### src/hdl/scpc_pkg.sv
`timescale 1ns / 1ps
// ----------------------------------------------------------------------------
// scpc_pkg
// Shared types and constants for the serializer clock pattern calculator.
// ----------------------------------------------------------------------------
package scpc_pkg;

  localparam int SER_BITS_DEF = 8;

  // field widths of the item formats
  localparam int HI_W   = 48;
  localparam int PH_W   = 64;
  localparam int FRAC_W = 32;
  localparam int INT_W  = 17;
  localparam int HIGH_W = 16;
  localparam int PAT_W  = 16;
  localparam int PIW    = $clog2(PAT_W);

  localparam int IN_W  = 2 * HI_W + PH_W;
  localparam int OUT_F = INT_W + HIGH_W + FRAC_W + PH_W + 2 * PAT_W;
  localparam int OUT_W = ((OUT_F + 7) / 8) * 8;

  typedef enum logic [2:0] {
    ST_IDLE,
    ST_FILL,
    ST_DIV,
    ST_WAIT,
    ST_MARK,
    ST_DONE
  } state_t;

endpackage

### src/hdl/scpc_div.sv
`timescale 1ns / 1ps
// ----------------------------------------------------------------------------
// scpc_div
// Restoring divider, one quotient bit per cycle. The caller keeps the
// numerator below den * 2^QUO_W.
// ----------------------------------------------------------------------------
module scpc_div #(
  parameter int NUM_W = 7,
  parameter int DEN_W = 4,
  parameter int QUO_W = 4
) (
  input  logic             clk,
  input  logic             rst,
  input  logic             start,
  input  logic [NUM_W-1:0] num,
  input  logic [DEN_W-1:0] den,
  output logic             busy,
  output logic             done,
  output logic [QUO_W-1:0] quo
);

  localparam int SH_W  = DEN_W + QUO_W - 1;
  localparam int RW    = (NUM_W > SH_W) ? NUM_W : SH_W;
  localparam int CNT_W = (QUO_W > 1) ? $clog2(QUO_W) : 1;

  logic [RW-1:0]    rem;
  logic [RW-1:0]    dsh;
  logic [CNT_W-1:0] cnt;
  logic             ge;

  assign ge = (rem >= dsh);

  always_ff @(posedge clk) begin
    if (rst) begin
      busy <= 1'b0;
      done <= 1'b0;
    end else if (start) begin
      busy <= 1'b1;
      done <= 1'b0;
    end else if (busy) begin
      if (cnt == '0) begin
        busy <= 1'b0;
        done <= 1'b1;
      end
    end else begin
      done <= 1'b0;
    end
  end

  always_ff @(posedge clk) begin
    if (start) begin
      rem <= RW'(num);
      dsh <= RW'(den) << (QUO_W - 1);
      quo <= '0;
      cnt <= CNT_W'(QUO_W - 1);
    end else if (busy) begin
      // subtract when the shifted divisor fits, then move one bit down
      if (ge) begin
        rem <= rem - dsh;
      end
      quo <= {quo[QUO_W-2:0], ge};
      dsh <= dsh >> 1;
      cnt <= cnt - CNT_W'(1);
    end
  end

endmodule

### src/hdl/serdes_clock_pattern_calc.sv
`timescale 1ns / 1ps
// ----------------------------------------------------------------------------
// serdes_clock_pattern_calc
// Widened period, fraction and serializer edge patterns from high/low times.
// ----------------------------------------------------------------------------
// F = repeat count (1..SER_BITS), found by a search that adds the period once a cycle;
//   each edge offset is one Q-bit divider pass, Q = $clog2(2*SER_BITS).
// Input is taken only in idle, never while an item is in work; the next
//   item may enter while the result waits in the output register.
// Reset: synchronous; returns to idle with the output register empty.
module serdes_clock_pattern_calc
  import scpc_pkg::*;
#(
  parameter int SER_BITS = SER_BITS_DEF
) (
  input  logic             clk,
  input  logic             rst,
  input  logic             s_tvalid,
  output logic             s_tready,
  // hi_time[47:0], lo_time[95:48], phase[159:96]
  input  logic [IN_W-1:0]  s_tdata,
  output logic             m_tvalid,
  input  logic             m_tready,
  // wide_int[16:0], high_int[32:17], wide_frac[64:33],
  // phase_copy[128:65], pattern_normal[144:129], pattern_skip[160:145], zeros
  output logic [OUT_W-1:0] m_tdata,
  // invalid[0]
  output logic [0:0]       m_tuser
);

  localparam int FW    = $clog2(SER_BITS + 1);
  localparam int CW    = $clog2(2 * SER_BITS);
  localparam int NW    = $clog2(2 * SER_BITS * SER_BITS);
  localparam int ACC_W = HI_W + 1;
  localparam logic [ACC_W-1:0] TARGET = ACC_W'(SER_BITS) << FRAC_W;

  state_t state, state_next;

  logic [ACC_W-1:0]  period;
  logic [ACC_W-1:0]  acc;
  logic [FW-1:0]     fill;
  logic [FW-1:0]     idx;
  logic [NW-1:0]     num;
  logic [PAT_W-1:0]  normal;
  logic              inv;
  logic [HIGH_W-1:0] hi_int;
  logic [PH_W-1:0]   phase_r;

  logic [HI_W-1:0]   hi_in;
  logic [HI_W-1:0]   lo_in;
  logic [ACC_W-1:0]  sum_in;
  logic              sum_low;
  logic [INT_W-1:0]  cut;
  logic [CW-1:0]     cut_small;
  logic              fill_hit;
  logic              last;

  logic              div_start;
  logic              div_busy;
  logic              div_done;
  logic [CW-1:0]     div_quo;

  logic              fut_ok;
  logic [PIW-1:0]    fut_idx;
  logic [INT_W:0]    diff;
  logic              past_ok;
  logic [PIW-1:0]    past_idx;
  logic [PAT_W-1:0]  mark;
  logic [PAT_W-1:0]  below_cut;
  logic [PAT_W-1:0]  skip;
  logic              load_out;

  logic [INT_W-1:0]  o_int;
  logic [HIGH_W-1:0] o_high;
  logic [FRAC_W-1:0] o_frac;
  logic [PH_W-1:0]   o_phase;
  logic [PAT_W-1:0]  o_normal;
  logic [PAT_W-1:0]  o_skip;
  logic              o_inv;

  assign hi_in   = s_tdata[HI_W-1:0];
  assign lo_in   = s_tdata[2*HI_W-1:HI_W];
  assign sum_in  = ACC_W'(hi_in) + ACC_W'(lo_in);
  assign sum_low = (sum_in[ACC_W-1:FRAC_W] == '0);

  assign cut       = acc[FRAC_W +: INT_W];
  assign cut_small = acc[FRAC_W +: CW];
  assign fill_hit  = (acc >= TARGET);
  assign last      = (idx == FW'(fill - FW'(1)));

  // future edge below the serializer word, past edge one cut further up
  assign fut_ok   = (div_quo <= CW'(SER_BITS - 1));
  assign fut_idx  = PIW'(SER_BITS - 1) - PIW'(div_quo);
  assign diff     = {1'b0, cut} - (INT_W + 1)'(div_quo);
  assign past_ok  = !diff[INT_W] && (diff[INT_W-1:0] <= INT_W'(SER_BITS));
  assign past_idx = PIW'(SER_BITS - 1) + diff[PIW-1:0];

  always_comb begin
    mark = normal;
    if (fut_ok) begin
      mark = mark | (PAT_W'(1) << fut_idx);
    end
    if (past_ok) begin
      mark = mark | (PAT_W'(1) << past_idx);
    end
  end

  // drop one bit below the cut position
  always_comb begin
    if (cut >= INT_W'(PAT_W)) begin
      below_cut = '1;
    end else begin
      below_cut = (PAT_W'(1) << cut[PIW-1:0]) - PAT_W'(1);
    end
    skip = (normal & ~below_cut) | ((normal & below_cut) >> 1);
  end

  scpc_div #(
    .NUM_W (NW),
    .DEN_W (FW),
    .QUO_W (CW)
  ) u_div (
    .clk   (clk),
    .rst   (rst),
    .start (div_start),
    .num   (num),
    .den   (fill),
    .busy  (div_busy),
    .done  (div_done),
    .quo   (div_quo)
  );

  always_comb begin
    state_next = state;
    unique case (state)
      ST_IDLE: begin
        if (s_tvalid) begin
          state_next = sum_low ? ST_DONE : ST_FILL;
        end
      end
      ST_FILL: begin
        if (fill_hit) begin
          state_next = ST_DIV;
        end
      end
      ST_DIV:  state_next = ST_WAIT;
      ST_WAIT: begin
        if (div_done) begin
          state_next = ST_MARK;
        end
      end
      ST_MARK: state_next = last ? ST_DONE : ST_DIV;
      ST_DONE: begin
        if (!m_tvalid || m_tready) begin
          state_next = ST_IDLE;
        end
      end
      default: state_next = ST_IDLE;
    endcase
  end

  always_comb begin
    s_tready  = (state == ST_IDLE);
    div_start = (state == ST_DIV);
    load_out  = (state == ST_DONE) && (!m_tvalid || m_tready);
  end

  always_ff @(posedge clk) begin
    if (rst) begin
      state <= ST_IDLE;
    end else begin
      state <= state_next;
    end
  end

  always_ff @(posedge clk) begin
    unique case (state)
      ST_IDLE: begin
        if (s_tvalid) begin
          period  <= sum_in;
          acc     <= sum_in;
          fill    <= FW'(1);
          idx     <= '0;
          normal  <= '0;
          inv     <= sum_low;
          hi_int  <= hi_in[HI_W-1:FRAC_W];
          phase_r <= s_tdata[IN_W-1:2*HI_W];
        end
      end
      ST_FILL: begin
        if (fill_hit) begin
          num <= NW'(fill - FW'(1));
        end else begin
          acc  <= acc + period;
          fill <= fill + FW'(1);
        end
      end
      ST_MARK: begin
        // advance to the next edge: numerator grows by the low CW bits of the cut
        normal <= mark;
        idx    <= idx + FW'(1);
        num    <= num + NW'(cut_small);
      end
      default: begin
      end
    endcase
  end

  always_ff @(posedge clk) begin
    if (rst) begin
      m_tvalid <= 1'b0;
    end else if (load_out) begin
      m_tvalid <= 1'b1;
    end else if (m_tready) begin
      m_tvalid <= 1'b0;
    end
  end

  always_ff @(posedge clk) begin
    if (load_out) begin
      o_inv <= inv;
      if (inv) begin
        o_int    <= '0;
        o_high   <= '0;
        o_frac   <= '0;
        o_phase  <= '0;
        o_normal <= '0;
        o_skip   <= '0;
      end else begin
        o_int    <= cut;
        o_high   <= hi_int;
        o_frac   <= acc[FRAC_W-1:0];
        o_phase  <= phase_r;
        o_normal <= normal;
        o_skip   <= skip;
      end
    end
  end

  assign m_tdata = {(OUT_W - OUT_F)'(0), o_skip, o_normal, o_phase, o_frac, o_high, o_int};
  assign m_tuser = o_inv;

  a_div_idle: assert property (@(posedge clk) disable iff (rst)
    (state == ST_IDLE) |-> !div_busy)
    else $error("divider busy while idle");

  a_fill_range: assert property (@(posedge clk) disable iff (rst)
    (state == ST_DIV) |-> (fill != '0) && (fill <= FW'(SER_BITS)))
    else $error("repeat count out of range");

  a_off_cut: assert property (@(posedge clk) disable iff (rst)
    (state == ST_MARK) |-> (INT_W'(div_quo) <= cut))
    else $error("edge offset beyond cut position");

  a_load_valid: assert property (@(posedge clk) disable iff (rst)
    load_out |=> m_tvalid)
    else $error("result not presented after load");

endmodule
### config.mk
export PLATFORM = sky130hd
export DESIGN_NAME = serdes_clock_pattern_calc
export DESIGN_NICKNAME = d
export VERILOG_FILES = /design/src/hdl/scpc_pkg.sv /design/src/hdl/scpc_div.sv /design/src/hdl/serdes_clock_pattern_calc.sv
export SDC_FILE = /design/constraint.sdc
export NUM_CORES = 1
export LEC_CHECK = 0
export ABC_AREA = 1
export BUFFER_PORTS_ARGS = -buffer_cell sky130_fd_sc_hd__clkbuf_2
export CAP_MARGIN = 30
export CORE_MARGIN = 1
export CORE_UTILIZATION = 58
export DETAILED_ROUTE_END_ITERATION = 8
export PLACE_DENSITY = 0.93
export RECOVER_POWER = 50
export SYNTH_ARGS = -nofsm -noshare
export SYNTH_HDL_FRONTEND = slang
export SYNTH_HIERARCHICAL = 1
export SYNTH_SLANG_ARGS = --single-unit
### constraint.sdc
create_clock -name clk -period 23.5 [get_ports clk]
set_input_delay 1.175 -clock clk [delete_from_list [all_inputs] [get_ports clk]]
set_output_delay 1.175 -clock clk [all_outputs]
set_load 0.02 [all_outputs]
# Word level (Yosys, flattened, before mapping)
# Index checks and enable logic that the tools add are counted.
dict set report classes {
  n_bitwise 7
  mux 32
  n_addsub 13
  n_reduce_logical 21
  n_eq_ne 11
  shifts 3
  magnitude_cmp 5
}
# cell count
set op_table {}
lappend op_table {{$mux W49} 2}
lappend op_table {{$pmux W49 S2} 1}
lappend op_table {{$mux W16} 4}
lappend op_table {{$add A48 B48 Y49} 1}
lappend op_table {{$add A49 B49 Y49} 1}
lappend op_table {{$ge A49 B36 Y1 const B} 1}
lappend op_table {{$shl A1 B4 Y16 const A} 3}
lappend op_table {{$mux W7} 6}
lappend op_table {{$and A16 B16 Y16} 2}
lappend op_table {{$or A16 B16 Y16} 2}
lappend op_table {{$pmux W16 S2} 1}
lappend op_table {{$mux W3} 6}
lappend op_table {{$pmux W3 S6} 1}
lappend op_table {{$sub A17 B4 Y18} 1}
lappend op_table {{$ge A17 B5 Y1 const B} 1}
lappend op_table {{$le A17 B4 Y1 const B} 1}
lappend op_table {{$logic_not A17 Y1} 1}
lappend op_table {{$not A16 Y16} 1}
lappend op_table {{$or A16 B15 Y16} 1}
lappend op_table {{$pmux W4 S2} 2}
lappend op_table {{$sub A16 B2 Y16 const B} 1}
lappend op_table {{$pmux W7 S2} 1}
lappend op_table {{$mux W4} 3}
lappend op_table {{$reduce_bool A2 Y1} 6}
lappend op_table {{27 further kinds} 42}
dict set report totals {
  out_inout_bits 171
  wordCells 117
  ff_bits 398
  input_bits 164
}

# Depth between registers and ports, before layout
# Gate-level depths: netlist (run 1).
dict set report depth {
  depth_word 7
  depth_mapped 21
  ltp_nobuf 21
}

# Cells and area by module
# Netlist (run 1), hierarchy kept.
# mod area_each_um2 instances seq_area_each_um2 cells_each
set modules_own_cells {}
lappend modules_own_cells {serdes_clock_pattern_calc 21911.0 1 11250.8 2518}
lappend modules_own_cells {scpc_div 1229.9 1 550.5 158}

# Least setup slack after synthesis (run 1)
# No wires, ideal clock.
dict set report synth_path {
  kind {input port to flip-flop}
  startpoint {input port m_tready}
  endpoint {register o_inv (netlist: m_tuser) (enable)}
  path_slack_ns 5.988
  required_ns 22.419
  cell_stages 2
  arrival_ns 16.431
  setup_ns 1.081
  path_buffers 0
  cell_sequence {nor2_1 -> nor4_1}
}
dict set report synth_via {
  elab_chain_cells 2
}
# item line_no
set synth_rtl {}
lappend synth_rtl {{start, declared} serdes_clock_pattern_calc.sv:23} ;# input logic m_tready,
lappend synth_rtl {{$logic_or A1 B1 Y1} serdes_clock_pattern_calc.sv:165} ;# load_out = (state == ST_DONE) && (!m_tvalid || m_tready);
lappend synth_rtl {{$logic_and A1 B1 Y1} serdes_clock_pattern_calc.sv:165}
lappend synth_rtl {{via load_out} serdes_clock_pattern_calc.sv:71} ;# logic load_out;
lappend synth_rtl {{end signal, assigned} serdes_clock_pattern_calc.sv:221} ;# o_inv <= inv;
lappend synth_rtl {{end, declared} serdes_clock_pattern_calc.sv:79} ;# logic o_inv;
# The timed path passes the listed nets, and every way through them passes these cells.
# A chain may end at the register's enable or synchronous reset.

# Worst setup path after layout (run 1)
dict set report layout_path {
  startpoint {input port m_tready}
  endpoint {register o_frac[17] (enable)}
}
dict set report layout_via {
  elab_chain_cells 2
}
# item line_no
set layout_rtl {}
lappend layout_rtl {{$logic_or A1 B1 Y1} serdes_clock_pattern_calc.sv:165}
lappend layout_rtl {{$logic_and A1 B1 Y1} serdes_clock_pattern_calc.sv:165}
lappend layout_rtl {{via load_out} serdes_clock_pattern_calc.sv:71}
lappend layout_rtl {{end signal, assigned} serdes_clock_pattern_calc.sv:232} ;# o_frac <= acc[FRAC_W-1:0];
lappend layout_rtl {{end, declared} serdes_clock_pattern_calc.sv:75} ;# logic [FRAC_W-1:0] o_frac;
# The timed path passes the listed nets, and every way through them passes these cells.

==> results of run 1 <==
## layer usage
metal	global-route usage, %	up-vias	wire length [um]
li1	-	9462	-
met1	41.2	9162	25900
met2	51.2	1021	29500
met3	4.54	174	6010
met4	12.2	0	2420
met5	0	-	0
## worst reg2reg max path, stage by stage (launching register included)
cell,delay (ns)
dfxtp_1,0.42
inv_1,0.12
nor4_1,0.34
clkbuf_1,2.81
buf_4,0.52
buf_16,0.32
## placed cells by master (no fill, tap or decap), types with 5 or more instances in the layout
| cell | synthesis | routed |
|---|---|---|
| nand4_1 | 20 | 20 |
| nor3_1 | 30 | 30 |
| fa_1 | 5 | 5 |
| a21oi_2 | 7 | 7 |
| edfxtp_1 | 383 | 383 |
| ha_1 | 116 | 116 |
| nor2_2 | 23 | 22 |
| or2_2 | 16 | 16 |
| clkbuf_1 | 29 | 184 |
| a31oi_1 | 33 | 33 |
| inv_1 | 484 | 485 |
| o21a_1 | 6 | 6 |
| nor2_1 | 358 | 360 |
| nand3_1 | 103 | 105 |
| clkbuf_16 | 0 | 42 |
| xnor2_1 | 25 | 25 |
| inv_2 | 18 | 16 |
| clkbuf_2 | 0 | 164 |
| o21ai_0 | 89 | 94 |
| o21ai_1 | 18 | 12 |
| o21bai_1 | 16 | 16 |
| o211ai_1 | 7 | 7 |
| nand2_2 | 32 | 30 |
| clkinv_1 | 1 | 6 |
| a32o_1 | 5 | 5 |
| nand3_2 | 8 | 6 |
| a21oi_1 | 149 | 149 |
| nor4_1 | 10 | 10 |
| dfxtp_1 | 15 | 15 |
| xor2_1 | 43 | 43 |
| nand2_1 | 556 | 558 |
| conb_1 | 1 | 7 |
## cell families after synthesis
family	after synthesis	share of synthesized area, %
buffers and inverters	543	8.94
other	1	0.0162
xor gates and xnor gates	68	2.57
DFF	398	51.0
and+or+nand+nor	1178	21.6
adders and majority gates	121	6.70
AOI/OAI and AO/OA	367	9.18
## final timing paths
path | startpoint | endpoint | slack, ns | depth (start not counted)
setup / recovery | m_tready | o_frac[17] | 18.41 | 6
hold / removal | u_div/cnt[0] | u_div/cnt[0] | 0.47 | 1
setup reg to reg | state[0] | o_frac[17] | 18.56 | 5
hold reg to reg | u_div/cnt[0] | u_div/cnt[0] | 0.47 | 1
## flip-flops by register name, summed over array words and instances (netlist names), 7 cells and up
name / flops
acc: 49
hi_int: 16
normal: 16
num: 7
o_frac: 32
o_high: 16
o_int: 17
o_normal: 16
o_phase: 64
o_skip: 16
period: 49
phase_r: 64
u_div/dsh: 7
u_div/rem: 7
## power groups by stage
stage / logic, W / registers [W] / clock network [W]
2_1_floorplan: 0.000589 / 0.000962 / 0
3_3_place_gp: 0.000780 / 0.000971 / 0
3_5_place_dp: 0.000807 / 0.000975 / 0
4_1_cts: 0.000817 / 0.000961 / 0.000652
5_1_grt: 0.000923 / 0.000971 / 0.000679
6_report: 0.000838 / 0.000965 / 0.000646
## area by class of cell
| class | count | area, um^2 | area share, % |
|---|---|---|---|
| flip-flops and latches | 398 | 11800 | 44.6 |
| multi-input cells | 1741 | 9280 | 35.0 |
| inverters | 503 | 1890 | 7.13 |
| repair buffers | 341 | 1550 | 5.85 |
| clock buffers | 57 | 1120 | 4.22 |
| well taps | 518 | 648 | 2.45 |
| clock inverters | 18 | 201 | 0.761 |
## per-stage QoR
stage	utilization (%)	instances	area, um^2	setup WS (ns)
2_1_floorplan	-	2682	23200	5.99
5_1_grt	67.9	3576	26500	18.11
4_1_cts	68.4	3573	26700	20.20
6_report	67.9	3576	26500	18.41
3_3_place_gp	65.1	3498	25400	19.91
3_5_place_dp	65.1	3498	25400	19.84
==> flow_summary.toml, run 1 <==
[synth]
yosysWarnings = 6
synthesis.instances = 2676
synth_async_sr_flop_share_pct = 0
ys_top_cells_by_area = "edfxtp_1, nand2_1, inv_1"
yosys_register_bits = 398
synthDistinctLibCells = 62
syn-mean-instance-area_um2 = 8.65
synth_largest_area_cell = "edfxtp_1"
dominantRegCellSynth = "edfxtp_1"
post_synth_instance_area_um2 = 23100
synth_most_common_cell = "nand2_1"
ys_seq_area_share_pct = 51.0
synth.cells.most_frequent = "nand2_1, inv_1, edfxtp_1"
number_of_enable_type_register_cells_in_the_synthesized_netlist = 383
synth_largest_type_area_fraction_pct = 49.7

[cts]
cts_buffers = 42
tritoncts = "done"
cts_hold_repair.buffers = 0
cts.root.buffer_cell = "clkbuf_16"
worstSkewPairLatency_ns = 0.57
cts_sinks = 398
cts_repair_resize_count = 0
cts.clk_slew.worst_paths_ns = 0.06
postCtsSetupBuffers = 0
cts_htree_levels = 2
clock_path_buffers = 3

[placement]
gp_congestion = 1.02
post-dp-hpwl_um = 48700
i_o_buffers = 327

[setup_path]
crit_path_max_incr_delay_ns = 2.81
worst_path_dominant_cell_family = "buffers and inverters"
worstPathCellList = "clkbuf_2 > nor2_1 > nor4_1 > clkbuf_1 > buf_4 > buf_16"
timing.critical_path.slowest_stage_cell = "clkbuf_1"
worstPathBufferInverterCount = 4
setup.worst_path.start_class = "input pin"
worst_ep_required_time_ns = 23.72
crit_path_end_kind = "flip-flop"
cp.arrival_ns = 5.31
critical_path_peak_fanout = 74
timing.setup.critical_path_class = "input pin to flip-flop"

[pwr]
switching_share_pct = 36.9
p_sw_w = 0.000903
combPwrFrac_pct = 34.2
power_density_nw_per_um2 = 92.4
leakage_nw = 11.8
power.clock.fraction_pct = 26.4
ir_drop_mv = 0.0603
internal-power_w = 0.00155
seq_power_share_pct = 39.4
post-layout-total-power_w = 0.00245

[global_routing]
grt_first_pass_wirelength_um = 98200
pin_count_of_the_biggest_net_entering_global_routing = 76
global_route.overflow_total = 0
grt_antenna_before_repair = 0
grt_pass1_vias = 18790
grt_usage_pct = 31.0

[finish]
fin_nets = 3312
drive_gt1_share_pct = 11.2
syn2layout_area_growth_pct = 14.5
filler_cell_count = 3133
antenna_cells = 0

[drt]
num_vias = 19819
first_pass_iters = 6
drt-total-wl_um = 63800
route.detailed.wl_per_inst_um = 17.8
drt-initial-drc-count = 1840
via_per_inst = 5.54
drcViolationCount = 0
antenna_left = 0

[timing]
fin_setup_tns_ns = 0
maxClockFrequency_mhz = 196
tightest_slew_ns = 3.96
setup_viol = 0
max_slew_violations = 306
timing.final.hold_violations = 0
slew_headroom_pct = -164
final_worst_hold_slack_ns = 0.472
fin_skew_ns = 0.0178
finalWorstPathRequiredPeriod_ns = 5.09
grt_setup_unrepaired = "no"
final.period_utilization_pct = 21.7

[worst_hold_path]
class_of_the_tightest_hold_or_removal_check = "flip-flop to flip-flop"

[floorplanning]
coreArea_um2 = 39000
row_count = 72
fp.dieArea_um2 = 40700
die_height_um = 202
boundaryPins = 335
initial_utilization_pct = 59.3
die_w_um = 202

[outcome]
status = "complete, but fails checks"
violations = "capacitance limit, slew limit"

[job]
max_cap_violations = 5
(Power assumes the default switching activity.)
==> inputs of run 2 (changes only) <==
CORE_UTILIZATION = 53   (was 58)
PLACE_DENSITY = 0.9   (was 0.93)
clock period = 4.1 ns   (was 23.5 ns; I/O delays follow)
==> run 2 against run 1 <==
The run still ends with capacitance limit, slew limit left. Total power rose to 5.7 times the previous value. Flip-flop and latch count did not move. Clock power rose to 5.8 times the previous value. Non-clock buffer count rose by 83. Count of clock-buffer cells in the layout fell by 6. Register-to-register slack got worse by 18 ns. Final cell count rose by 4.4%. Sequential power rose to 5.7 times the previous value. Die area rose by 9.3%. Critical path type is now flip-flop to flip-flop. Critical endpoint is now acc[13]. Largest cell class unchanged.
==> flow_summary.toml, run 2 (synthesis gave the netlist of run 1 again) <==
[timing]
maxClockFrequency_mhz = 281
max_slew_violations = 177
fin_skew_ns = 0.0163
grt_setup_unrepaired = "no"
tightest_slew_ns = 2.79
final.period_utilization_pct = 86.7
slew_headroom_pct = -85.8
final_worst_setup_slack_ns = 0.547
setup_viol = 0
timing.final.hold_violations = 0
finalWorstPathRequiredPeriod_ns = 3.55
final_worst_hold_slack_ns = 0.0566

[drt]
antenna_left = 0
via_per_inst = 5.37
drt-total-wl_um = 65100
first_pass_iters = 6
num_vias = 20057
drt-initial-drc-count = 2066
drcViolationCount = 0
route.detailed.wl_per_inst_um = 17.4

[placement]
i_o_buffers = 327
place_ws_ns = 1.06
gp_congestion = 1.01
post-dp-hpwl_um = 47400
place.detailed.instances = 3567

[finish]
area.sequential_um2 = 11800
fin_nets = 3396
layout_top_registers = "o_phase (64), phase_r (64)"
filler_cell_count = 3613
area_of_the_multi_input_gates_um2 = 9260
syn2layout_area_growth_pct = 18.3
drive_gt1_share_pct = 10.1
mostFrequentLayoutCell = "nand2_1"
layout.cells.most_common_list = "nand2_1, inv_1, edfxtp_1"
final_cell_count_no_fill = 3732

[global_routing]
busiest_layer = "met2"
global_route.overflow_total = 0
grt_usage_pct = 29.3
pin_count_of_the_biggest_net_entering_global_routing = 137
global_routing_met1_resource_utilization_pct = 38.3
met2_usage_pct = 48.1
groute.layer.met3.usage_pct = 5.38
grt_pass1_vias = 19570
grt_antenna_before_repair = 1
grt_first_pass_wirelength_um = 102000

[pwr]
power_density_nw_per_um2 = 514
p_sw_w = 0.00522
leakage_nw = 12.0
switching_share_pct = 37.1
combPwrFrac_pct = 34.6
internal-power_w = 0.00886
ir_drop_mv = 0.310
seq_power_share_pct = 39.0
power.clock.fraction_pct = 26.4

[setup_path]
timing.setup.critical_path_class = "flip-flop to flip-flop"
worstPathBufferInverterCount = 3
worst_ep_required_time_ns = 4.35
setup.worst_path.start_class = "flip-flop"
worstPathCellList = "inv_2 > nor3_2 > clkbuf_1 > nand2_1 > o21ai_4 > buf_4"
crit_path_end_kind = "flip-flop"
cp.arrival_ns = 3.80
timing.critical_path.slowest_stage_cell = "clkbuf_1"
critical_path_peak_fanout = 39
crit_path_max_incr_delay_ns = 1.48
worst_path_dominant_cell_family = "buffers and inverters"

[floorplanning]
initial_utilization_pct = 53.7
die_height_um = 211
fp.dieArea_um2 = 44500
row_count = 76
die_w_um = 211
coreArea_um2 = 43100
boundaryPins = 335

[cts]
cts_hold_repair.buffers = 83
cts_buffers = 43
cts_sinks = 398
cts_repair_resize_count = 0
cts.root.buffer_cell = "clkbuf_16"
clock_path_buffers = 3
tritoncts = "done"
postCtsSetupBuffers = 0
worstSkewPairLatency_ns = 0.58
cts.clk_slew.worst_paths_ns = 0.06
cts_htree_levels = 2

[worst_hold_path]
class_of_the_tightest_hold_or_removal_check = "input pin to flip-flop"

[outcome]
status = "complete, but fails checks"
violations = "capacitance limit, slew limit"

[job]
max_cap_violations = 2
-- run 2: cell count changes in the layout (fill, tap and decap cells not counted), moves of 4 or more --
cell	change
clkbuf_1	+19
clkbuf_2	-25
clkinv_1	+6
clkinv_2	+5
dlygate4sd3_1	+83
nand2_1	+4
nand2_2	-4
-- run 2: power groups by stage --
stage | sequential [W] | clock (W) | combinational (W)
detailed placement | 0.00555 | 0 | 0.00463
finish | 0.00548 | 0.00372 | 0.00487
global route | 0.00553 | 0.00392 | 0.00539
CTS | 0.00547 | 0.00377 | 0.00474
floorplan | 0.00547 | 0 | 0.00338
global placement | 0.00553 | 0 | 0.00455
-- run 2: path summary, 6_finish.rpt --
| check | startpoint | to | slack (ns) | depth (start not counted) |
|---|---|---|---|---|
| worst min-delay path | s_tdata[48] | period[0] | 0.06 | 2 |
| worst max-delay path | state[0] | acc[13] | 0.55 | 6 |
| worst min register to register | u_div/cnt[0] | u_div/cnt[0] | 0.47 | 1 |
| worst max register to register | state[0] | acc[13] | 0.55 | 6 |
-- run 2: per-stage QoR --
step	total power [W]	area (um^2)	setup TNS, ns	utilization (%)
floorplan	0.00885	23200	-318.57	-
global placement	0.0101	25500	0	59.3
detailed placement	0.0102	25500	0	59.3
CTS	0.0140	27700	0	64.3
global route	0.0148	27400	0	63.5
finish	0.0141	27400	0	63.5
-- run 2: layer usage --
metal | routed length, um | vias to the layer above
met5 | 0 | -
met4 | 2390 | 0
li1 | - | 9623
met1 | 26600 | 9163
met2 | 29800 | 1111
met3 | 6340 | 160
-- run 2: cell type report --
type / instances / share of cell area (%)
Antenna cell: 1 / 0.00914
Clock buffer: 51 / 4.04
Clock inverter: 29 / 0.869
Inverter: 503 / 6.90
Multi-Input combinational cell: 1741 / 33.8
Sequential cell: 398 / 43.1
Tap cell: 585 / 2.67
Timing Repair Buffer: 424 / 8.53
==> inputs of run 3 (changes only) <==
PLACE_DENSITY = 0.78   (was 0.9)
==> run 3 against run 2 <==
Largest cell class unchanged. Sequential share of layout area fell by 0.22 points. Die area did not move. Global-route usage rose by 0.39 points. Final cell count barely moved. The run still ends with capacitance limit, slew limit left. First-iteration DRC count fell by 14%. Clock power rose by 9.1%.
==> flow_summary.toml, run 3 (synthesis gave the netlist of run 1 again) <==
[timing]
setup_viol = 0
fin_skew_ns = 0.0205
final_worst_hold_slack_ns = 0.0241
grt_setup_unrepaired = "no"
timing.final.hold_violations = 0
max_slew_violations = 187
final_worst_setup_slack_ns = 0.596
tightest_slew_ns = 2.11
maxClockFrequency_mhz = 285
fin_setup_tns_ns = 0
slew_headroom_pct = -40.5
finalWorstPathRequiredPeriod_ns = 3.50
final.period_utilization_pct = 85.5

[cts]
worstSkewPairLatency_ns = 0.57
cts.root.buffer_cell = "clkbuf_16"
clock_path_buffers = 3
postCtsSetupBuffers = 0
cts_sinks = 398
cts_htree_levels = 2
cts_buffers = 43
tritoncts = "done"
cts.clk_slew.worst_paths_ns = 0.06

[job]
max_cap_violations = 2

[pwr]
power.clock.fraction_pct = 28.2
switching_share_pct = 36.1
power_density_nw_per_um2 = 523
seq_power_share_pct = 38.2
combPwrFrac_pct = 33.6
p_sw_w = 0.00520
internal-power_w = 0.00919
ir_drop_mv = 0.345
leakage_nw = 12.1

[setup_path]
timing.setup.critical_path_class = "flip-flop to flip-flop"
worst_ep_required_time_ns = 4.38
worstReg2RegStart = "state[0]"
regToRegSetupSlack_ns = 0.60
critical_path_peak_fanout = 66
worst_path_dominant_cell_family = "buffers and inverters"
setup.worst_path.start_class = "flip-flop"
rr_worst_depth = 7
worstPathCellList = "inv_2 > nor3_2 > clkbuf_1 > clkinv_1 > buf_4 > a21oi_1 > a31oi_1"
timing.critical_path.to = "acc[35]"
worst-path-stages = 7
crit_path_end_kind = "flip-flop"
crit_path_max_incr_delay_ns = 1.48
crit_start = "state[0]"
timing.critical_path.slowest_stage_cell = "clkbuf_1"
cp.arrival_ns = 3.78
worstPathBufferInverterCount = 4
crit-reg2reg-capture = "acc[35]"

[worst_hold_path]
class_of_the_tightest_hold_or_removal_check = "input pin to flip-flop"

[floorplanning]
coreArea_um2 = 43100
initial_utilization_pct = 53.7
row_count = 76
die_w_um = 211
die_height_um = 211
fp.dieArea_um2 = 44500
boundaryPins = 335

[finish]
syn2layout_area_growth_pct = 18.9
fin_nets = 3397
filler_cell_count = 3718
mostFrequentLayoutCell = "nand2_1"
antenna_cells = 0
layout_top_registers = "o_phase (64), phase_r (64)"
layout.cells.most_common_list = "nand2_1, inv_1, edfxtp_1"
drive_gt1_share_pct = 10.4

[drt]
route.detailed.wl_per_inst_um = 17.7
via_per_inst = 5.32
met3_wirelength_um = 5370
first_pass_iters = 8
detailed_routed_wire_length_on_met2_um = 30800
m1WireLength_um = 27800
drt-initial-drc-count = 1781
num_vias = 19862
drt-total-wl_um = 66200
drcViolationCount = 0
antenna_left = 0
top_signal_layer_used = "met4"

[global_routing]
global_route.overflow_total = 0
grt_pass1_vias = 19607
pin_count_of_the_biggest_net_entering_global_routing = 147
grt_antenna_before_repair = 0
grt_usage_pct = 29.6
grt_first_pass_wirelength_um = 103000

[placement]
gp_congestion = 1.01
i_o_buffers = 327
place_ws_ns = 1.08
post-dp-hpwl_um = 49400

[outcome]
status = "complete, but fails checks"
violations = "capacitance limit, slew limit"
-- run 3: cell count changes in the layout (fill, tap and decap cells not counted), moves of 3 or more --
| cell | change |
|---|---|
| clkinv_1 | -6 |
| bufinv_16 | +5 |
| clkbuf_2 | +5 |
| clkbuf_1 | -4 |
| clkinv_2 | -3 |
-- run 3: what timing repair did --
item | CTS | global route
setup endpoints to repair | 0 | 0
endpoints found under the hold margin | 86 | 0
hold buffers | 83 | 0
gates resized for setup | 0 | 0
-- run 3: metrics by stage --
stage | std cells | utilization [%] | power, W | instance area (um^2)
floorplan | 2682 | - | 0.00885 | 23200
global placement | 3567 | 59.3 | 0.0101 | 25500
detailed placement | 3568 | 59.4 | 0.0102 | 25600
CTS | 3729 | 64.7 | 0.0144 | 27900
global route | 3730 | 63.9 | 0.0152 | 27500
finish | 3730 | 63.9 | 0.0144 | 27500
-- run 3: how the worst min path moves through the flow --
| stage | from | endpoint | slack, ns | cells after the start |
|---|---|---|---|---|
| floorplan | rst | state[0] | 0.27 | 1 |
| global placement | s_tdata[111] | phase_r[15] | 0.38 | 1 |
| detailed placement | s_tdata[118] | phase_r[22] | 0.38 | 1 |
| CTS | s_tdata[48] | period[0] | 0.009 | 2 |
| global route | s_tdata[48] | period[0] | 0.02 | 2 |
| finish | s_tdata[48] | period[0] | 0.02 | 2 |
-- run 3: power groups by stage --
stage	Sequential (W)	Combinational [W]	Clock [W]
3_3_place_gp	0.00556	0.00456	0
2_1_floorplan	0.00547	0.00338	0
6_report	0.00550	0.00483	0.00406
3_5_place_dp	0.00557	0.00467	0
4_1_cts	0.00549	0.00477	0.00409
5_1_grt	0.00554	0.00538	0.00427
-- run 3: cell type report --
type / count / area [um^2] / share of cell area [%]
clock inverters: 25 / 352 / 1.28
clock buffers: 53 / 1120 / 4.08
multi-input cells: 1741 / 9260 / 33.7
inverters: 503 / 1890 / 6.86
repair buffers: 425 / 2350 / 8.53
flip-flops and latches: 398 / 11800 / 42.9
well taps: 585 / 732 / 2.66
-- run 3: layer usage --
| metal | track usage (%) | vias up |
|---|---|---|
| li1 | - | 9625 |
| met5 | 0 | - |
| met4 | 10.9 | 0 |
| met3 | 4.36 | 146 |
| met2 | 49.5 | 896 |
| met1 | 39.2 | 9195 |
